$ cat config.mk
export PLATFORM = sky130hd
export DESIGN_NAME = fixed_length_frame_extractor
export DESIGN_NICKNAME = d
export VERILOG_FILES = /design/src/fle_pkg.sv /design/src/fle_win_cell.sv /design/src/fle_out_cell.sv /design/src/fixed_length_frame_extractor.sv
export SDC_FILE = /design/constraint.sdc
export NUM_CORES = 1
export LEC_CHECK = 0
export BUFFER_PORTS_ARGS = -buffer_cell sky130_fd_sc_hd__buf_2
export CAP_MARGIN = 20
export CELL_PAD_IN_SITES_DETAIL_PLACEMENT = 2
export CELL_PAD_IN_SITES_GLOBAL_PLACEMENT = 2
export CORE_AREA = 2 2 192 194
export CTS_CLUSTER_SIZE = 24
export DETAILED_ROUTE_END_ITERATION = 7
export DIE_AREA = 0 0 194 196
export PLACE_DENSITY_LB_ADDON = 0.15
export SLEW_MARGIN = 20
export SYNTH_ARGS = -nofsm -noshare
export SYNTH_HDL_FRONTEND = slang
export SYNTH_HIERARCHICAL = 1
export SYNTH_SLANG_ARGS = --single-unit
export TNS_END_PERCENT = 10
$ cat constraint.sdc
create_clock -name i_clk -period 6.04 [get_ports i_clk]
set_input_delay 0.604 -clock i_clk [delete_from_list [all_inputs] [get_ports i_clk]]
set_output_delay 0.604 -clock i_clk [all_outputs]
set_load 0.005 [all_outputs]
$ cat src/fle_pkg.sv
`default_nettype none

package fle_pkg;

    // Frame geometry and field widths
    localparam int FLE_FRAME_BYTES = 20;
    localparam int FLE_BYTE_W      = 8;
    localparam int FLE_POS_W       = 6;

    // Configuration port
    localparam int FLE_CFG_IDX_W = 1;
    localparam logic [FLE_CFG_IDX_W-1:0] REG_START_MARKER = 1'b0;
    localparam logic [FLE_CFG_IDX_W-1:0] REG_STOP_MARKER  = 1'b1;

    localparam logic [FLE_BYTE_W-1:0] START_MARKER_RST = 8'hAB;
    localparam logic [FLE_BYTE_W-1:0] STOP_MARKER_RST  = 8'hBA;

    // What one window cell does in a cycle
    typedef enum logic [1:0] {
        CELL_HOLD,
        CELL_LOAD,
        CELL_SHIFT1,
        CELL_SHIFT2
    } t_cell_op;

    // Control of one output cell
    typedef struct packed {
        logic load;
        logic shift;
    } t_out_ctl;

endpackage

`default_nettype wire

$ cat src/fle_win_cell.sv
`default_nettype none

module fle_win_cell (
    input  wire                               i_clk,
    input  fle_pkg::t_cell_op                 i_op,
    input  wire  [fle_pkg::FLE_BYTE_W-1:0]    i_rx_byte,
    input  wire  [fle_pkg::FLE_BYTE_W-1:0]    i_next1,
    input  wire  [fle_pkg::FLE_BYTE_W-1:0]    i_next2,
    output logic [fle_pkg::FLE_BYTE_W-1:0]    o_byte
);
    import fle_pkg::*;

    logic [FLE_BYTE_W-1:0] r_byte;
    logic [FLE_BYTE_W-1:0] n_byte;

    // store new byte, move one or two places toward the head, or hold
    always_comb begin
        unique case (i_op)
            CELL_LOAD:   n_byte = i_rx_byte;
            CELL_SHIFT1: n_byte = i_next1;
            CELL_SHIFT2: n_byte = i_next2;
            default:     n_byte = r_byte;
        endcase
    end

    always_ff @(posedge i_clk) begin
        r_byte <= n_byte;
    end

    assign o_byte = r_byte;

endmodule

`default_nettype wire

$ cat src/fle_out_cell.sv
`default_nettype none

module fle_out_cell (
    input  wire                               i_clk,
    input  fle_pkg::t_out_ctl                 i_ctl,
    input  wire  [fle_pkg::FLE_BYTE_W-1:0]    i_load_byte,
    input  wire  [fle_pkg::FLE_BYTE_W-1:0]    i_next_byte,
    output logic [fle_pkg::FLE_BYTE_W-1:0]    o_byte
);
    import fle_pkg::*;

    logic [FLE_BYTE_W-1:0] r_byte;
    logic [FLE_BYTE_W-1:0] n_byte;

    // parallel load of a frame, then shift toward the output one per request
    always_comb begin
        priority if (i_ctl.load) begin
            n_byte = i_load_byte;
        end else if (i_ctl.shift) begin
            n_byte = i_next_byte;
        end else begin
            n_byte = r_byte;
        end
    end

    always_ff @(posedge i_clk) begin
        r_byte <= n_byte;
    end

    assign o_byte = r_byte;

endmodule

`default_nettype wire

$ cat src/fixed_length_frame_extractor.sv
// The first byte of a frame is valid in the cycle after the byte that completes it is taken.
// Throughput: one received byte per cycle unless the input stalls; a frame drains
// at one byte per cycle unless the receiver stalls. Input stalls only when a frame
// could complete while the previous frame still drains, which is set by the single
// output shift chain. Reset (synchronous, active low) clears fill count and output
// state and restores both markers; window cell contents are not cleared.
`default_nettype none

module fixed_length_frame_extractor #(
    parameter int FRAME_BYTES = fle_pkg::FLE_FRAME_BYTES
) (
    input  wire                                  i_clk,
    input  wire                                  i_rst_n,
    // configuration
    input  wire                                  i_cfg_we,
    input  wire  [fle_pkg::FLE_CFG_IDX_W-1:0]    i_cfg_idx,
    input  wire  [fle_pkg::FLE_BYTE_W-1:0]       i_cfg_data,
    // received bytes
    input  wire                                  i_rx_valid,
    output logic                                 o_rx_stall,
    input  wire  [fle_pkg::FLE_BYTE_W-1:0]       i_rx_byte,
    // frame bytes
    output logic                                 o_pkt_valid,
    input  wire                                  i_pkt_stall,
    output logic [fle_pkg::FLE_BYTE_W-1:0]       o_packet_byte,
    output logic [fle_pkg::FLE_POS_W-1:0]        o_byte_position,
    output logic                                 o_last_byte
);
    import fle_pkg::*;

    localparam int CELLS = FRAME_BYTES - 1;
    localparam int CNT_W = $clog2(FRAME_BYTES);

    typedef enum logic [2:0] {
        STEP_IDLE,
        STEP_APPEND,
        STEP_DROP1,
        STEP_DROP2,
        STEP_EMIT
    } t_step;

    logic [FLE_BYTE_W-1:0] r_start;
    logic [FLE_BYTE_W-1:0] r_stop;
    logic [CNT_W-1:0]      r_fill;
    logic [CNT_W-1:0]      n_fill;
    logic                  r_busy;
    logic                  n_busy;
    logic [FLE_POS_W-1:0]  r_pos;
    logic [FLE_POS_W-1:0]  n_pos;

    logic [FLE_BYTE_W-1:0] w_cell [CELLS];
    logic [FLE_BYTE_W-1:0] w_out  [FRAME_BYTES];
    t_step                 step;
    logic                  rx_take;
    logic                  out_take;
    t_out_ctl              out_ctl;

    // configuration registers
    always_ff @(posedge i_clk) begin
        if (!i_rst_n) begin
            r_start <= START_MARKER_RST;
            r_stop  <= STOP_MARKER_RST;
        end else if (i_cfg_we) begin
            unique case (i_cfg_idx)
                REG_START_MARKER: r_start <= i_cfg_data;
                REG_STOP_MARKER:  r_stop  <= i_cfg_data;
                default: ;
            endcase
        end
    end

    // a full window would need the output chain while it still drains
    assign o_rx_stall = r_busy && (r_fill == CNT_W'(FRAME_BYTES - 1));
    assign rx_take    = i_rx_valid && !o_rx_stall;
    assign out_take   = r_busy && !i_pkt_stall;

    // frame check on the window as it stands with the new byte appended
    always_comb begin
        priority if (!rx_take) begin
            step = STEP_IDLE;
        end else if (r_fill != CNT_W'(FRAME_BYTES - 1)) begin
            step = STEP_APPEND;
        end else if (w_cell[0] != r_start) begin
            step = STEP_DROP1;
        end else if (w_cell[1] != r_start) begin
            step = STEP_DROP2;
        end else if (i_rx_byte == r_stop && w_cell[CELLS-1] == r_stop) begin
            step = STEP_EMIT;
        end else begin
            step = STEP_DROP1;
        end
    end

    // fill count
    always_comb begin
        unique case (step)
            STEP_APPEND: n_fill = r_fill + 1'b1;
            STEP_DROP1:  n_fill = CNT_W'(FRAME_BYTES - 1);
            STEP_DROP2:  n_fill = CNT_W'(FRAME_BYTES - 2);
            STEP_EMIT:   n_fill = '0;
            default:     n_fill = r_fill;
        endcase
    end

    // window chain: cell i holds the byte at frame position i
    for (genvar gi = 0; gi < CELLS; gi++) begin : g_win
        t_cell_op              cell_op;
        logic [FLE_BYTE_W-1:0] next1;
        logic [FLE_BYTE_W-1:0] next2;

        if (gi + 1 < CELLS) begin : g_n1
            assign next1 = w_cell[gi+1];
        end else begin : g_n1_rx
            assign next1 = i_rx_byte;
        end

        if (gi + 2 < CELLS) begin : g_n2
            assign next2 = w_cell[gi+2];
        end else begin : g_n2_rx
            assign next2 = i_rx_byte;
        end

        always_comb begin
            unique case (step)
                STEP_APPEND: cell_op = (r_fill == CNT_W'(gi)) ? CELL_LOAD : CELL_HOLD;
                STEP_DROP1:  cell_op = CELL_SHIFT1;
                STEP_DROP2:  cell_op = CELL_SHIFT2;
                default:     cell_op = CELL_HOLD;
            endcase
        end

        fle_win_cell u_cell (
            .i_clk     (i_clk),
            .i_op      (cell_op),
            .i_rx_byte (i_rx_byte),
            .i_next1   (next1),
            .i_next2   (next2),
            .o_byte    (w_cell[gi])
        );
    end

    // output chain: loaded with the whole frame, drained from cell 0
    assign out_ctl.load  = (step == STEP_EMIT);
    assign out_ctl.shift = out_take;

    for (genvar go = 0; go < FRAME_BYTES; go++) begin : g_out
        logic [FLE_BYTE_W-1:0] load_byte;
        logic [FLE_BYTE_W-1:0] next_byte;

        if (go < CELLS) begin : g_ld
            assign load_byte = w_cell[go];
        end else begin : g_ld_rx
            assign load_byte = i_rx_byte;
        end

        if (go + 1 < FRAME_BYTES) begin : g_nx
            assign next_byte = w_out[go+1];
        end else begin : g_nx_end
            assign next_byte = '0;
        end

        fle_out_cell u_cell (
            .i_clk       (i_clk),
            .i_ctl       (out_ctl),
            .i_load_byte (load_byte),
            .i_next_byte (next_byte),
            .o_byte      (w_out[go])
        );
    end

    // output position and busy flag
    always_comb begin
        n_busy = r_busy;
        n_pos  = r_pos;
        if (out_ctl.load) begin
            n_busy = 1'b1;
            n_pos  = '0;
        end else if (out_take) begin
            if (o_last_byte) begin
                n_busy = 1'b0;
            end
            n_pos = r_pos + 1'b1;
        end
    end

    always_ff @(posedge i_clk) begin
        if (!i_rst_n) begin
            r_fill <= '0;
            r_busy <= 1'b0;
            r_pos  <= '0;
        end else begin
            r_fill <= n_fill;
            r_busy <= n_busy;
            r_pos  <= n_pos;
        end
    end

    assign o_pkt_valid     = r_busy;
    assign o_packet_byte   = w_out[0];
    assign o_byte_position = r_pos;
    assign o_last_byte     = (r_pos == FLE_POS_W'(FRAME_BYTES - 1));

endmodule

`default_nettype wire

Yosys cells after proc, flatten, opt, wreduce, memory -nomap -nowiden. Cells that the tools add are included. W data, S select, Z words.

Register bits: 340. Bits in latches: 0. Memory bits (writable): 0. Bits in read-only memories: 0. Input port bits: 22. Memories kept: 0.

$add $sub $neg: 2. $mul: 0. Divide/modulo/power cells: 0. Magnitude comparators: 0. Eq/ne operators: 86. Shifts and indexed selects: 0. Multiplexer cells: 105. Bitwise operators: 2. Reduce and logical (&&, ||, !) cells: 34.

Operators by type and width (count): $pmux W8 S3 (17); $mux W8 (40); $pmux W2 S3 (19); $eq A2 B2 Y1 const B (38); $reduce_bool A3 Y1 (17); $eq A5 B4 Y1 const B (8); $eq A2 B1 Y1 const B (19); $mux W1 (22); $eq A5 B3 Y1 const B (4); $eq A5 B5 Y1 const B (4); $pmux W5 S4 (1); $eq A8 B8 Y1 (2); $ne A8 B8 Y1 (2); $pmux W8 S2 (1); $mux W3 (5); $eq A5 B2 Y1 const B (2); $add A6 B1 Y6 const B (1); $eq A3 B2 Y1 const B (2); $eq A6 B5 Y1 const B (1); $reduce_and A2 Y1 (3); $reduce_bool A2 Y1 (3); $add A5 B1 Y5 const B (1); $eq A5 B1 Y1 const B (1); $logic_not A5 Y1 (1); other kinds (9) (15).

Logic depth before layout (Yosys ltp).
Depth after elaboration: 12. Gate-level depth with buffers: 10.

Modules after synthesis. Netlist, hierarchy kept.

By module, submodules not included: fle_win_cell (times used 19, cells each 36, area each 422.9 um2); fle_out_cell (times used 20, cells each 18, area each 377.9 um2); fixed_length_frame_extractor (times used 1, cells each 240, area each 1819.2 um2).

Worst setup path before layout. Ideal clock, no wire load.

Path kind: input to register. Start point: in i_rx_byte[7] (netlist name). End point: reg g_out[0].u_cell.r_byte[0], enable pin. Setup time: 0.329 ns. Arrival time: 3.738 ns. Slack: 1.973 ns. Cell stages on the path: 6. Path buffers: 1. Cells stage by stage: or3_1 -> a211oi_2 -> nand4_2 -> nor4_2 -> buf_6 -> or2_1.

Longest elaborated chain between the ends: 9.

Ends and longest elaborated chain: from (decl) (line fixed_length_frame_extractor.sv:21) `input wire [fle_pkg::FLE_BYTE_W-1:0] i_rx_byte,`; $eq A8 B8 Y1 (line fixed_length_frame_extractor.sv:87) `end else if (i_rx_byte == r_stop && w_cell[CELLS-1] == r_stop) begin`; $logic_and A1 B1 Y1 (line fixed_length_frame_extractor.sv:87); $mux W3 (line fixed_length_frame_extractor.sv:87); $mux W3 (line fixed_length_frame_extractor.sv:85) `end else if (w_cell[1] != r_start) begin`; $mux W3 (line fixed_length_frame_extractor.sv:83) `end else if (w_cell[0] != r_start) begin`; $mux W3 (line fixed_length_frame_extractor.sv:81) `end else if (r_fill != CNT_W'(FRAME_BYTES - 1)) begin`; $mux W3 (line fixed_length_frame_extractor.sv:79) `priority if (!rx_take) begin`; $eq A3 B3 Y1 (line fixed_length_frame_extractor.sv:143) `assign out_ctl.load = (step == STEP_EMIT);`; $reduce_bool A2 Y1 (no source line); to (signal assigned) (line fle_out_cell.sv:27) `r_byte <= n_byte;`; to (decl) (line fle_out_cell.sv:12) `logic [FLE_BYTE_W-1:0] r_byte;`.

No other way between the ends. A chain may end at the register's enable or synchronous reset.

Worst setup path after layout.
Start point: reg g_win[0].u_cell.r_byte[7]. End point: reg g_win[4].u_cell.r_byte[2], data pin.

Longest elaborated chain between the ends: 8.

Ends and longest elaborated chain: from (decl) (line fle_win_cell.sv:13) `logic [FLE_BYTE_W-1:0] r_byte;`; from (signal assigned) (line fle_win_cell.sv:27) `r_byte <= n_byte;`; $ne A8 B8 Y1 * (line fixed_length_frame_extractor.sv:83); $mux W3 * (line fixed_length_frame_extractor.sv:83); $mux W3 * (line fixed_length_frame_extractor.sv:81); $mux W3 * (line fixed_length_frame_extractor.sv:79); $eq A3 B2 Y1 or $eq A3 B1 Y1 (tied branches) (line fixed_length_frame_extractor.sv:124) `unique case (step)`; $pmux W2 S3 * (line fixed_length_frame_extractor.sv:124); net g_win[4].cell_op[0] (line fixed_length_frame_extractor.sv:107) `t_cell_op cell_op;`; $eq A2 B2 Y1 or $eq A2 B1 Y1 (tied branches) (line fle_win_cell.sv:18) `unique case (i_op)`; $pmux W8 S3 * (line fle_win_cell.sv:18); net g_win[4].u_cell.n_byte[2] (line fle_win_cell.sv:14) `logic [FLE_BYTE_W-1:0] n_byte;`; to (signal assigned) (line fle_win_cell.sv:27); to (decl) (line fle_win_cell.sv:13).

Mark *: on every way through the listed nets, which the timed path passes. The rest lies on a longest branch.

==> out/results.txt <==
Vias/cell - 5.72
IO Pins - 39
Cell Rows - 70
Status - finished clean
Die Span X - 194 um
Hold Crit Class - in2reg
DR iter-0 viols - 632
Ant. Diodes - 0
Placer Congestion - 0.760
Synth Area in Adders - 0.431%
Buffer levels on the longest clock path - 3
Worst-margin pin slew - 1.11 ns
Library cells used by synthesis - 46
Vias in the first global route - 11,300
Die area - 38,000 um^2
Max_cap viols - 0
# fillers - 3,390
Synthesized area - 17,400 um^2
Global-route wire length before repair - 71.6 mm
Main synth FF type - edfxtp_1
Fin Hold WS - 0.288 ns
Yosys reg bits - 340
DRT Pass-1 Iters - 4
Setup crit end kind - flip-flop
Final wirelength - 47.2 mm
Area leader, netlist - edfxtp_1
Clk_lat worst skew - 0.56 ns
Clock Root Buffer - clkbuf_16
Buffers on Ports - 38
Leak - 6.57 nW
Hold Fails Final Rpt - 0
VDD IR max - 274 uV
Routed length per instance - 26.3 um
Setup crit start kind - flip-flop
Clock sink count - 340
Core Area - 36,100 um^2
Synth top area cells - edfxtp_1 54%, mux2_4 14%, mux2i_1 8.8%, a21oi_1 4.5%, nor2_1 3.5%
H-tree Lvls - 2
Mux cell area share after synthesis - 22.6%
Vias - 10,300
PwrDens - 270 nW/um^2
Syn_area_per_cell - 13.6 um^2
Peak Freq - 280 MHz
CP Cell Sequence - xor2_1 > nor4_1 > nand2_1 > or3b_1 > o21ai_1 > mux2i_1 > a21oi_1
# resized after CTS - 0
Syn Inst Count - 1,284
CTS buffer count - 40
Kind of critical path - reg2reg
DR DRC count - 0
Number of hold buffers added after cts - 0
Setup repair bufs after CTS - 0
Crit-path max cell delay - 0.73 ns
Simple-gate share of the synthesized area - 8.08%
Compound-Gate Fraction of Synth Area - 5.78%
Most numerous cell in the Yosys netlist - edfxtp_1
Final period util - 59.0%
Largest net degree at the start of global routing - 171
Area delta synth->final - 8.30%
Post-synth top cells - 312 x edfxtp_1, 164 x nor2_1, 160 x mux2_4, 155 x a21oi_1, 153 x mux2i_1
Max-slew headroom - 25.2%
Worst Path Max Fanout - 19
Register area share after synthesis - 57.0%
Initial antenna violation count - 1
Layout cells sized above 1 - 22.3%
Post-route cell area - 18,900 um^2
Final ANT Viol Nets - 0
Placed Area - 17,600 um^2
Initial Util - 48.3%
Largest family of logic cells by synthesized area - multiplexers
# setup viols final - 0
Critical Path AT - 3.82 ns
RSZ-0062 raised after global routing - no
NumNets Final - 1,326
Total gr overflow - 0
Setup Skew - 0.0179 ns
Reg clk slew, reported paths - 0.06 ns
Data required, critical path - 6.30 ns
Max stage delay cell, worst path - or3b_1
Post-synthesis xor/xnor area fraction - 1.51%
Async S/R FF share, synth - 0%
Period minus WS final - 3.57 ns
Die Y - 196 um
Pins Over Slew Limit - 0
CTS tree - done
Design Power - 5.10 mW
Warnings, synthesis - 6
Post-synth top area share - 53.8%
EDFF count, synth - 312
GRT Total Usage - 25.1%
TNS Setup - 0 ns
DP Wirelength - 31.6 mm
critical path: cells and delay by family (launching register included):
kind / cells / cell delay, ns
AO/OA/AOI/OAI: 2 / 0.83
XOR/XNOR: 1 / 0.20
flip-flops: 1 / 0.44
multiplexers: 1 / 0.34
AND/OR/NAND/NOR: 3 / 1.43
placed cells by master, fill, tap and decap left out, types with 7 or more instances in the layout:
| cell type | count |
|---|---|
| clkbuf_1 | 7 |
| buf_4 | 11 |
| nand2_1 | 60 |
| clkinv_2 | 10 |
| nand3_1 | 16 |
| mux2_4 | 160 |
| a21oi_1 | 155 |
| nor2_1 | 163 |
| mux2i_1 | 153 |
| conb_1 | 8 |
| clkinv_1 | 12 |
| a21boi_0 | 7 |
| o21ai_0 | 10 |
| buf_2 | 38 |
| dfxtp_1 | 28 |
| clkbuf_16 | 41 |
| or2_1 | 20 |
| edfxtp_1 | 312 |
| xor2_1 | 27 |
| or2_2 | 19 |
path summary, 6_finish.rpt:
check	start	end	slack, ns	cells after the start
worst max-delay path	g_win[0].u_cell/o_byte[7]	g_win[4].u_cell/o_byte[2]	2.47	7
worst max register to register	g_win[0].u_cell/o_byte[7]	g_win[4].u_cell/o_byte[2]	2.47	7
worst min register to register	r_stop[4]	r_stop[4]	0.50	2
worst min-delay path	i_cfg_data[1]	r_start[1]	0.29	3
logic make-up (layout without fill, tap and decap cells):
kind of cell	Yosys count	after routing
mux	313	313
buf+inv	94	133
fa+ha+maj	6	6
other cells	1	8
flops	340	340
xor+xnor	30	30
simple gates	313	313
compound gates	187	187
per-stage QoR:
step | worst slack, ns | std cells | utilization, %
finish | 2.47 | 1798 | 52.3
global route | 2.25 | 1798 | 52.3
CTS | 2.43 | 1798 | 52.2
detailed placement | 2.16 | 1724 | 48.8
global placement | 2.28 | 1723 | 48.8
floorplan | 1.97 | 1291 | -
report_power, final:
part | leakage, nW | internal [mW] | total (mW) | switching [mW]
registers | 3.04 | 2.58 | 2.60 | 0.0258
logic | 2.92 | 0.0708 | 0.200 | 0.129
clock network | 0.607 | 1.33 | 2.30 | 0.970
layer usage:
| metal | GRT usage [%] | vias to the layer above | wire length [um] | share of wire, % |
|---|---|---|---|---|
| li1 | - | 4733 | - | - |
| met2 | 46.1 | 140 | 25000 | 53 |
| met4 | 7.10 | 0 | 1010 | 2.1 |
| met3 | 3.20 | 67 | 1230 | 2.6 |
| met1 | 31.0 | 5339 | 20000 | 42 |
| met5 | 0 | - | 0 | 0 |
layout make-up:
| cell class | instances | area, um^2 | area share [%] |
|---|---|---|---|
| clock buffer | 48 | 1050 | 5.58 |
| clock inverter | 26 | 176 | 0.936 |
| inverter | 6 | 22.5 | 0.119 |
| multi-input combinational | 857 | 6740 | 35.7 |
| sequential | 340 | 9930 | 52.7 |
| tap | 468 | 586 | 3.11 |
| timing repair buffer | 53 | 353 | 1.87 |
flip-flops by register name, summed over array words and instances, names as in the netlist:
name	cells
g_out.u_cell/o_byte	160
g_win.u_cell/o_byte	152
r_start	8
r_stop	8
o_byte_position	6
r_fill	5
o_pkt_valid	1
Note: power is estimated with default switching activity, not from simulation.
